### src/rtl/core/descriptor_slot_allocator_core_macros.svh
// Assertion helpers shared by the allocator RTL.
// Both are clocked on clk_i and stay quiet while rst_ni is low.
`ifndef DESCRIPTOR_SLOT_ALLOCATOR_CORE_MACROS_SVH
`define DESCRIPTOR_SLOT_ALLOCATOR_CORE_MACROS_SVH

// Property that must hold at every clock edge.
`define DSA_ASSERT(lbl, prop, msg) \
  lbl: assert property (@(posedge clk_i) disable iff (!rst_ni) (prop)) else $error(msg);

// Consequence that must hold in the cycle after the antecedent.
`define DSA_ASSERT_NEXT(lbl, ante, cons, msg) \
  lbl: assert property (@(posedge clk_i) disable iff (!rst_ni) (ante) |=> (cons)) else $error(msg);

`endif

### src/rtl/core/dsa_pkg.sv
package dsa_pkg;

  localparam int unsigned SLOT_W        = 8;
  localparam int unsigned SLOT_SPACE    = 1 << SLOT_W;
  localparam int unsigned CNT_W         = 9;
  localparam int unsigned ADDR_W        = 64;
  localparam int unsigned SIZE_W        = 13;
  localparam int unsigned KIND_W        = 2;
  localparam int unsigned STATUS_W      = 2;
  localparam int unsigned CFG_IDX_W     = 2;
  localparam int unsigned CFG_DATA_W    = 64;
  localparam int unsigned PROD_W        = SLOT_W + SIZE_W;
  localparam int unsigned DEF_MAX_SLOTS = 256;

  localparam logic [SIZE_W-1:0] SIZE_RESET = SIZE_W'(32);
  localparam logic [CNT_W-1:0]  CAP_RESET  = CNT_W'(256);

  typedef enum logic [KIND_W-1:0] {
    KIND_ALLOC = 2'd0,
    KIND_FREE  = 2'd1,
    KIND_CLEAR = 2'd2,
    KIND_NOP   = 2'd3
  } kind_e;

  typedef enum logic [STATUS_W-1:0] {
    ST_OK           = 2'd0,
    ST_FULL         = 2'd1,
    ST_ALREADY_FREE = 2'd2
  } status_e;

  typedef enum logic [CFG_IDX_W-1:0] {
    CFG_CPU_BASE  = 2'd0,
    CFG_GPU_BASE  = 2'd1,
    CFG_DESC_SIZE = 2'd2,
    CFG_CAPACITY  = 2'd3
  } cfg_idx_e;

endpackage

### src/rtl/core/dsa_ram.sv
module dsa_ram
  import dsa_pkg::*;
#(
  parameter int unsigned Width = SLOT_W,
  parameter int unsigned Depth = DEF_MAX_SLOTS
) (
  input  logic                     clk_i,
  input  logic                     we_i,
  input  logic [$clog2(Depth)-1:0] waddr_i,
  input  logic [Width-1:0]         wdata_i,
  input  logic [$clog2(Depth)-1:0] raddr_i,
  output logic [Width-1:0]         rdata_o
);

  logic [Width-1:0] mem_q [Depth];
  logic [Width-1:0] rdata_q;

  always_ff @(posedge clk_i) begin
    if (we_i) begin
      mem_q[waddr_i] <= wdata_i;
    end
    rdata_q <= mem_q[raddr_i];
  end

  assign rdata_o = rdata_q;

endmodule

### src/rtl/core/descriptor_slot_allocator_core.sv
// Each accepted item passes through the input register and then the result register.
// Throughput: one item per cycle unless the output stalls; every kind takes one pass.
// The free stack keeps its top in a register and prefetches the next entry from the RAM.
// Reset: counts and free marks clear, config registers load defaults; no clearing pass.
// Free stack storage is not initialized; only entries below the stack top are read.
`include "descriptor_slot_allocator_core_macros.svh"
module descriptor_slot_allocator_core
  import dsa_pkg::*;
#(
  parameter int unsigned MAX_SLOTS = DEF_MAX_SLOTS
) (
  input  logic                  clk_i,
  input  logic                  rst_ni,
  input  logic                  in_valid_i,
  output logic                  in_ready_o,
  input  logic [KIND_W-1:0]     kind_i,
  input  logic [SLOT_W-1:0]     free_index_i,
  output logic                  out_valid_o,
  input  logic                  out_ready_i,
  output logic [STATUS_W-1:0]   status_o,
  output logic [SLOT_W-1:0]     slot_index_o,
  output logic [ADDR_W-1:0]     cpu_address_o,
  output logic [ADDR_W-1:0]     gpu_address_o,
  output logic [CNT_W-1:0]      in_use_count_o,
  input  logic                  cfg_valid_i,
  output logic                  cfg_ready_o,
  input  logic [CFG_IDX_W-1:0]  cfg_index_i,
  input  logic [CFG_DATA_W-1:0] cfg_data_i
);

  localparam int unsigned SLOT_LIMIT = (MAX_SLOTS < SLOT_SPACE) ? MAX_SLOTS : SLOT_SPACE;
  localparam int unsigned AW         = $clog2(SLOT_LIMIT);
  localparam logic [CNT_W-1:0] LIMIT = CNT_W'(SLOT_LIMIT);

  // configuration
  logic [ADDR_W-1:0] cpu_base_q, gpu_base_q;
  logic [SIZE_W-1:0] desc_size_q;
  logic [CNT_W-1:0]  capacity_q;

  assign cfg_ready_o = 1'b1;

  always_ff @(posedge clk_i or negedge rst_ni) begin
    if (!rst_ni) begin
      cpu_base_q  <= '0;
      gpu_base_q  <= '0;
      desc_size_q <= SIZE_RESET;
      capacity_q  <= CAP_RESET;
    end else if (cfg_valid_i) begin
      unique case (cfg_idx_e'(cfg_index_i))
        CFG_CPU_BASE:  cpu_base_q  <= cfg_data_i[ADDR_W-1:0];
        CFG_GPU_BASE:  gpu_base_q  <= cfg_data_i[ADDR_W-1:0];
        CFG_DESC_SIZE: desc_size_q <= cfg_data_i[SIZE_W-1:0];
        CFG_CAPACITY:  capacity_q  <= cfg_data_i[CNT_W-1:0];
      endcase
    end
  end

  // input register
  logic              s1_valid_q, s1_valid_d;
  logic [KIND_W-1:0] s1_kind_q;
  logic [SLOT_W-1:0] s1_index_q;
  logic              out_valid_q, out_valid_d;
  logic              advance, in_fire, proc;

  assign advance    = !out_valid_q || out_ready_i;
  assign in_ready_o = !s1_valid_q || advance;
  assign in_fire    = in_valid_i && in_ready_o;
  assign proc       = s1_valid_q && advance;

  always_comb begin
    if (in_fire) begin
      s1_valid_d = 1'b1;
    end else if (advance) begin
      s1_valid_d = 1'b0;
    end else begin
      s1_valid_d = s1_valid_q;
    end
  end

  always_ff @(posedge clk_i or negedge rst_ni) begin
    if (!rst_ni) begin
      s1_valid_q <= 1'b0;
    end else begin
      s1_valid_q <= s1_valid_d;
    end
  end

  always_ff @(posedge clk_i) begin
    if (in_fire) begin
      s1_kind_q  <= kind_i;
      s1_index_q <= free_index_i;
    end
  end

  // allocator state
  logic [CNT_W-1:0]      free_top_q, free_top_d;
  logic [CNT_W-1:0]      high_water_q, high_water_d;
  logic [CNT_W-1:0]      used_q, used_d;
  logic [SLOT_LIMIT-1:0] free_mark_q, free_mark_d;
  logic [SLOT_W-1:0]     top_q, top_d;
  logic [SLOT_W-1:0]     ram_rdata;
  logic [CNT_W-1:0]      rd_ptr;
  logic                  ram_we;

  logic [CNT_W-1:0]  eff_cap;
  logic              idx_ok, mark_hit, grant;
  logic [SLOT_W-1:0] slot;
  status_e           status;

  assign eff_cap  = (capacity_q < LIMIT) ? capacity_q : LIMIT;
  assign idx_ok   = {1'b0, s1_index_q} < LIMIT;
  assign mark_hit = free_mark_q[s1_index_q[AW-1:0]];

  always_comb begin
    free_top_d   = free_top_q;
    high_water_d = high_water_q;
    used_d       = used_q;
    free_mark_d  = free_mark_q;
    top_d        = top_q;
    ram_we       = 1'b0;
    grant        = 1'b0;
    slot         = '0;
    status       = ST_OK;
    if (proc) begin
      unique case (kind_e'(s1_kind_q))
        KIND_ALLOC: begin
          if (used_q >= eff_cap) begin
            status = ST_FULL;
          end else begin
            grant = 1'b1;
            if (free_top_q != '0) begin
              // pop: the prefetched second entry becomes the new top
              free_top_d                   = free_top_q - CNT_W'(1);
              slot                         = top_q;
              free_mark_d[top_q[AW-1:0]]   = 1'b0;
              top_d                        = ram_rdata;
            end else begin
              slot         = high_water_q[SLOT_W-1:0];
              high_water_d = high_water_q + CNT_W'(1);
            end
            used_d = used_q + CNT_W'(1);
          end
        end
        KIND_FREE: begin
          if (!idx_ok || ({1'b0, s1_index_q} >= high_water_q) || mark_hit ||
              (free_top_q >= LIMIT) || (used_q == '0)) begin
            status = ST_ALREADY_FREE;
          end else begin
            ram_we                           = 1'b1;
            free_top_d                       = free_top_q + CNT_W'(1);
            free_mark_d[s1_index_q[AW-1:0]]  = 1'b1;
            used_d                           = used_q - CNT_W'(1);
            top_d                            = s1_index_q;
          end
        end
        KIND_CLEAR: begin
          free_top_d   = '0;
          high_water_d = '0;
          used_d       = '0;
          free_mark_d  = '0;
        end
        KIND_NOP: begin
        end
      endcase
    end
  end

  // prefetch the entry just below the next top
  assign rd_ptr = free_top_d - CNT_W'(2);

  dsa_ram #(
    .Width(SLOT_W),
    .Depth(SLOT_LIMIT)
  ) u_stack (
    .clk_i  (clk_i),
    .we_i   (ram_we),
    .waddr_i(free_top_q[AW-1:0]),
    .wdata_i(s1_index_q),
    .raddr_i(rd_ptr[AW-1:0]),
    .rdata_o(ram_rdata)
  );

  always_ff @(posedge clk_i or negedge rst_ni) begin
    if (!rst_ni) begin
      free_top_q   <= '0;
      high_water_q <= '0;
      used_q       <= '0;
      free_mark_q  <= '0;
    end else begin
      free_top_q   <= free_top_d;
      high_water_q <= high_water_d;
      used_q       <= used_d;
      free_mark_q  <= free_mark_d;
    end
  end

  always_ff @(posedge clk_i) begin
    top_q <= top_d;
  end

  // result register
  logic [PROD_W-1:0]   offset;
  logic [STATUS_W-1:0] status_q;
  logic [SLOT_W-1:0]   slot_q;
  logic [ADDR_W-1:0]   cpu_addr_q, gpu_addr_q;
  logic [CNT_W-1:0]    count_q;

  assign offset = slot * desc_size_q;

  always_comb begin
    if (proc) begin
      out_valid_d = 1'b1;
    end else if (out_ready_i) begin
      out_valid_d = 1'b0;
    end else begin
      out_valid_d = out_valid_q;
    end
  end

  always_ff @(posedge clk_i or negedge rst_ni) begin
    if (!rst_ni) begin
      out_valid_q <= 1'b0;
    end else begin
      out_valid_q <= out_valid_d;
    end
  end

  always_ff @(posedge clk_i) begin
    if (proc) begin
      status_q   <= status;
      slot_q     <= slot;
      cpu_addr_q <= grant ? (cpu_base_q + ADDR_W'(offset)) : '0;
      gpu_addr_q <= grant ? (gpu_base_q + ADDR_W'(offset)) : '0;
      count_q    <= used_d;
    end
  end

  assign out_valid_o    = out_valid_q;
  assign status_o       = status_q;
  assign slot_index_o   = slot_q;
  assign cpu_address_o  = cpu_addr_q;
  assign gpu_address_o  = gpu_addr_q;
  assign in_use_count_o = count_q;

  // every slot below the high-water mark is either held or waiting on the stack
  `DSA_ASSERT(a_count_balance, ({1'b0, used_q} + {1'b0, free_top_q}) == {1'b0, high_water_q}, "used plus free does not match high-water mark")
  `DSA_ASSERT(a_hw_bound, high_water_q <= LIMIT, "high-water mark beyond slot limit")
  `DSA_ASSERT(a_mark_count, $countones(free_mark_q) == int'(free_top_q), "free marks disagree with stack depth")
  `DSA_ASSERT_NEXT(a_fail_zero, proc && !grant, (slot_index_o == '0) && (cpu_address_o == '0) && (gpu_address_o == '0), "failed or non-allocate item carries a slot")

endmodule
### config.mk
export PLATFORM = sky130hd
export DESIGN_NAME = descriptor_slot_allocator_core
export DESIGN_NICKNAME = d
export VERILOG_FILES = /design/src/rtl/core/dsa_pkg.sv /design/src/rtl/core/dsa_ram.sv /design/src/rtl/core/descriptor_slot_allocator_core.sv
export VERILOG_INCLUDE_DIRS = /design/src /design/src/rtl/core
export SDC_FILE = /design/constraint.sdc
export NUM_CORES = 2
export LEC_CHECK = 0
export BUFFER_PORTS_ARGS = -buffer_cell sky130_fd_sc_hd__clkbuf_2
export CORE_MARGIN = 3
export CORE_UTILIZATION = 45
export CTS_CLUSTER_DIAMETER = 40
export DETAILED_ROUTE_END_ITERATION = 12
export PLACE_DENSITY_LB_ADDON = 0.08
export SETUP_SLACK_MARGIN = 0.4
export SLEW_MARGIN = 15
export SYNTH_ARGS = -nofsm -noshare
export SYNTH_HDL_FRONTEND = slang
export SYNTH_SLANG_ARGS = --single-unit
### constraint.sdc
create_clock -name clk_i -period 22.3 [get_ports clk_i]
set_input_delay 4.46 -clock clk_i [delete_from_list [all_inputs] [get_ports clk_i]]
set_output_delay 4.46 -clock clk_i [all_outputs]
set_load 0.03 [all_outputs]
==> impl_summary.txt <==
----------------------------------------------------
[Drt]
  Number of routed nets with antenna violations ... 0
  Number of DRC markers in iteration 0 ... 6631
  Vias/cell ... 5.817
  Drc violations ... 0
  Drt wl/cell ... 27.33 µm
  Vias post-DR ... 68130
  First drt pass iteration count ... 6
  Total wire length ... 320.1 mm

[Floorplanning]
  Area of the die ... 264100 µm²
  Horizontal die dimension ... 513.9 µm
  Total I/O pin count ... 231
  Placeable core region ... 255300 µm²
  Number of cell rows ... 185
  Initial cell density of the core ... 45.47%
  Floorplan die height ... 513.9 µm

[CTS]
  Clock tree root buffer cell ... sky130_fd_sc_hd__clkbuf_16
  Count of instances resized after the clock tree is built ... 0
  Clock latency at the later pin of the worst-skew pair ... 0.92 ns
  H-tree Lvls ... 5
  Hold-fix buffers, CTS ... 0
  Number of buffers added by the clock tree synthesis step ... 413
  Clk sinks ... 2656
  Max Root-Sink Buffers ... 4
  TritonCTS clock tree ... yes
  Buffer count from post-CTS setup fixing ... 0
  Clock transition at the registers of the reported paths ... 0.05 ns

[Global route]
  Antenna violations before repair ... 12
  Wire length of the first global-routing pass ... 471.4 mm
  GR met3 Demand/Resource ... 4.302%
  Maximum number of pins on one net before global-route repair ... 258
  Routing layer with the top usage in global route ... met2
  Met2 demand-to-capacity share in global routing ... 37.44%
  Met1 Resource Use GR ... 34.51%
  Number of global-route vias before repair ... 67930
  Overflow after GRT ... 0
  Overall track demand over capacity in global routing ... 23.89%

[Yosys]
  Post-Synthesis Cell Area ... 116100 µm²
  Area fraction in compound gates after synthesis ... 5.879%
  FF+latch count, synth ... 2656
  Multiplexer share of the synthesized area ... 15.95%
  EDFF count, synth ... 2213
  Seq/Total Area, Yosys ... 66.76%
  Synthesized-area fraction occupied by and/or/nand/nor cells ... 5.553%
  Netlist cell types ... 84
  Post-synthesis share of cell area spent on xor and xnor gates ... 1.024%
  Most used DFF post-synth ... sky130_fd_sc_hd__edfxtp_1
  Count of mapped cells out of synthesis ... 7671
  Proportion of synthesized flip-flops having asynchronous set or reset ... 16.38%
  Post-synthesis adder-cell area fraction ... 2.391%
  Average size of a mapped cell ... 15.13 µm²
  Nets in the synthesized netlist ... 7933
  Largest family of logic cells by synthesized area ... multiplexers
  Number of warnings issued by yosys ... 0

[Timing]
  Final critical path time including I/O delays and setup ... 13.57 ns
  Count of final setup violators ... 0
  Least setup slack across all paths after layout ... 8.734 ns
  Worst setup skew after layout ... 0.07328 ns
  Slew HR ... 12.10%
  Tcrit/Tclk final ... 60.84%
  Transition at the pin with the smallest max-transition slack ... 1.315 ns
  Top achievable clock speed ... 0.07371 GHz
  Total Neg Setup Slack ... 0 ns
  Number of slew-limit violations in the final report ... 0
  Final hold viol count ... 0
  Setup repair after global routing missed its margin ... false

[Cells and area]
  Ratio of cells with drive above 1 in the final layout ... 19.54%
  Area growth from synthesis to layout ... 16.52%
  Net count of the finished layout ... 8255
  Cell area after layout ... 135300 µm²
  Final Core Density ... 52.98%

[Worst setup path]
  CP max FO ... 80
  Element type at the critical path start ... primary input
  Category of the worst setup path capture point ... flip-flop
  Slowest cell on the critical path ... sky130_fd_sc_hd__a21oi_1
  R2R cell count ... 39
  WP data arrival ... 14.16 ns
  Crit-path most repeated cell ... sky130_fd_sc_hd__a21oi_1
  Required time at the endpoint of the critical path ... 22.90 ns
  Kind of critical path ... in -> reg
  Largest stage delay on the critical path ... 0.93 ns

[Power and ir drop]
  Worst ir drop on vdd ... 0.0001684 V
  Power per cell area ... 134.0 nW/µm²
  Leakage power total ... 51.83 nW
  Power, Total ... 0.01812 W

[Hold path]
  Worst hold path depth ... 2
  Hold crit path type ... reg -> reg

[Placed design]
  Placement-stage cell area ... 120800 µm²
  Weighted congestion reported at the end of routability-driven placement ... 0.8250
  Post-DP HPWL ... 191.3 mm
  Minimum setup slack after placement ... 7.715 ns
  Port-buffer cells ... 229

[Run]
  Max_cap viols ... 0

[Run status]
  Outcome ... finished clean

----------------------------------------------------
metrics by stage:
stage	hold WS, ns	instances
4_1_cts	0.5011	11710
5_1_grt	0.5201	11710
2_1_floorplan	0.4569	7671
6_report	0.4968	11710
3_5_place_dp	0.4902	10940
3_3_place_gp	0.4799	10940
synth_stat cells (all sizes together) (49+ instances only):
library cell / count / area (µm²)
nor2: 489 / 1853
nand2: 460 / 1727
o21ai: 570 / 2853
and3: 90 / 563.0
dfrtp: 433 / 10840
fa: 68 / 1361
xor2: 62 / 550.5
clkbuf: 264 / 991.0
xnor2: 72 / 638.1
mux4: 306 / 6899
a22oi: 53 / 397.9
edfxtp: 2213 / 66450
buf: 208 / 1240
ha: 113 / 1414
mux2: 164 / 1847
nand3: 78 / 390.4
and2: 103 / 644.4
nor3: 61 / 310.3
a21oi: 346 / 1732
inv: 157 / 589.3
a31oi: 49 / 321.6
mux2i: 976 / 9769
worst max-delay path, delay by kind of cell:
kind            cells  cell delay (ns)
xor+xnor            2             0.31
buf+inv             6             1.52
fa+ha+maj           5             1.79
simple gates        9             2.33
compound gates     17             3.65
final cells by class:
class	count	area (µm²)
clock buffer	468	10910
sequential	2656	77500
timing repair buffer	379	2382
fill	20870	120100
clock inverter	297	3520
inverter	159	611.8
multi-input combinational	4384	36110
tap	3366	4212
antenna	4	10.01
kinds of logic (layout without fill, tap and decap cells):
kind of cell	after synthesis	count (layout)
AOI/OAI and AO/OA	1198	1198
xor gates and xnor gates	134	134
adders and majority gates	181	181
buffers and inverters	631	1303
DFF	2656	2656
muxes	1446	1446
other	1	5
and+or+nand+nor	1424	1424
layer usage:
metal | vias up | share of wire (%) | routed length [µm]
li1 | 29930 | - | -
met1 | 35190 | 44 | 140500
met2 | 2441 | 47 | 149100
met3 | 566 | 6.8 | 21840
met4 | 2 | 2.7 | 8593
met5 | - | 0.0041 | 13
registers in the layout, indices dropped and copies added, names as in the netlist, 9 cells and up:
register        flops
u_stack.mem_q    2048
free_mark_q       256
cpu_address_o      64
used_q              9
gpu_base_q         64
capacity_q          9
gpu_address_o      64
high_water_q        9
free_top_q          9
in_use_count_o      9
cpu_base_q         64
desc_size_q        13
layout by cell type (no fill, tap or decap), types with 142 or more instances in the layout:
cell type	synthesis	routed
sky130_fd_sc_hd__nand2_1	460	460
sky130_fd_sc_hd__dfrtp_1	433	433
sky130_fd_sc_hd__buf_4	71	142
sky130_fd_sc_hd__clkbuf_2	0	228
sky130_fd_sc_hd__o21ai_0	567	567
sky130_fd_sc_hd__clkbuf_16	0	423
sky130_fd_sc_hd__inv_1	155	154
sky130_fd_sc_hd__nor2_1	486	475
sky130_fd_sc_hd__mux2_2	164	164
sky130_fd_sc_hd__mux2i_1	976	976
sky130_fd_sc_hd__a21oi_1	346	346
sky130_fd_sc_hd__edfxtp_1	2213	2213
sky130_fd_sc_hd__mux4_2	304	304
power by group:
part           internal (W)  switching (W)
clock network       0.00422        0.00240
logic               0.00220        0.00365
registers           0.00553       0.000124
total                0.0119        0.00617
worst paths after layout:
check                      slack, ns                              end                         start
min in group asynchronous       3.62       gpu_base_q[57]$_DFFE_PN0P_                        rst_ni
hold reg to reg                 0.50     free_mark_q[164]$_DFFE_PN0P_  free_mark_q[164]$_DFFE_PN0P_
max in group asynchronous      16.22     free_mark_q[117]$_DFFE_PN0P_                        rst_ni
hold / removal                  0.50     free_mark_q[164]$_DFFE_PN0P_  free_mark_q[164]$_DFFE_PN0P_
setup reg to reg               11.08  gpu_address_o[47]$_SDFFCE_PN0P_       free_top_q[6]$_DFF_PN0_
setup / recovery                8.73  gpu_address_o[47]$_SDFFCE_PN0P_                   out_ready_i
(Power assumes the default switching activity.)
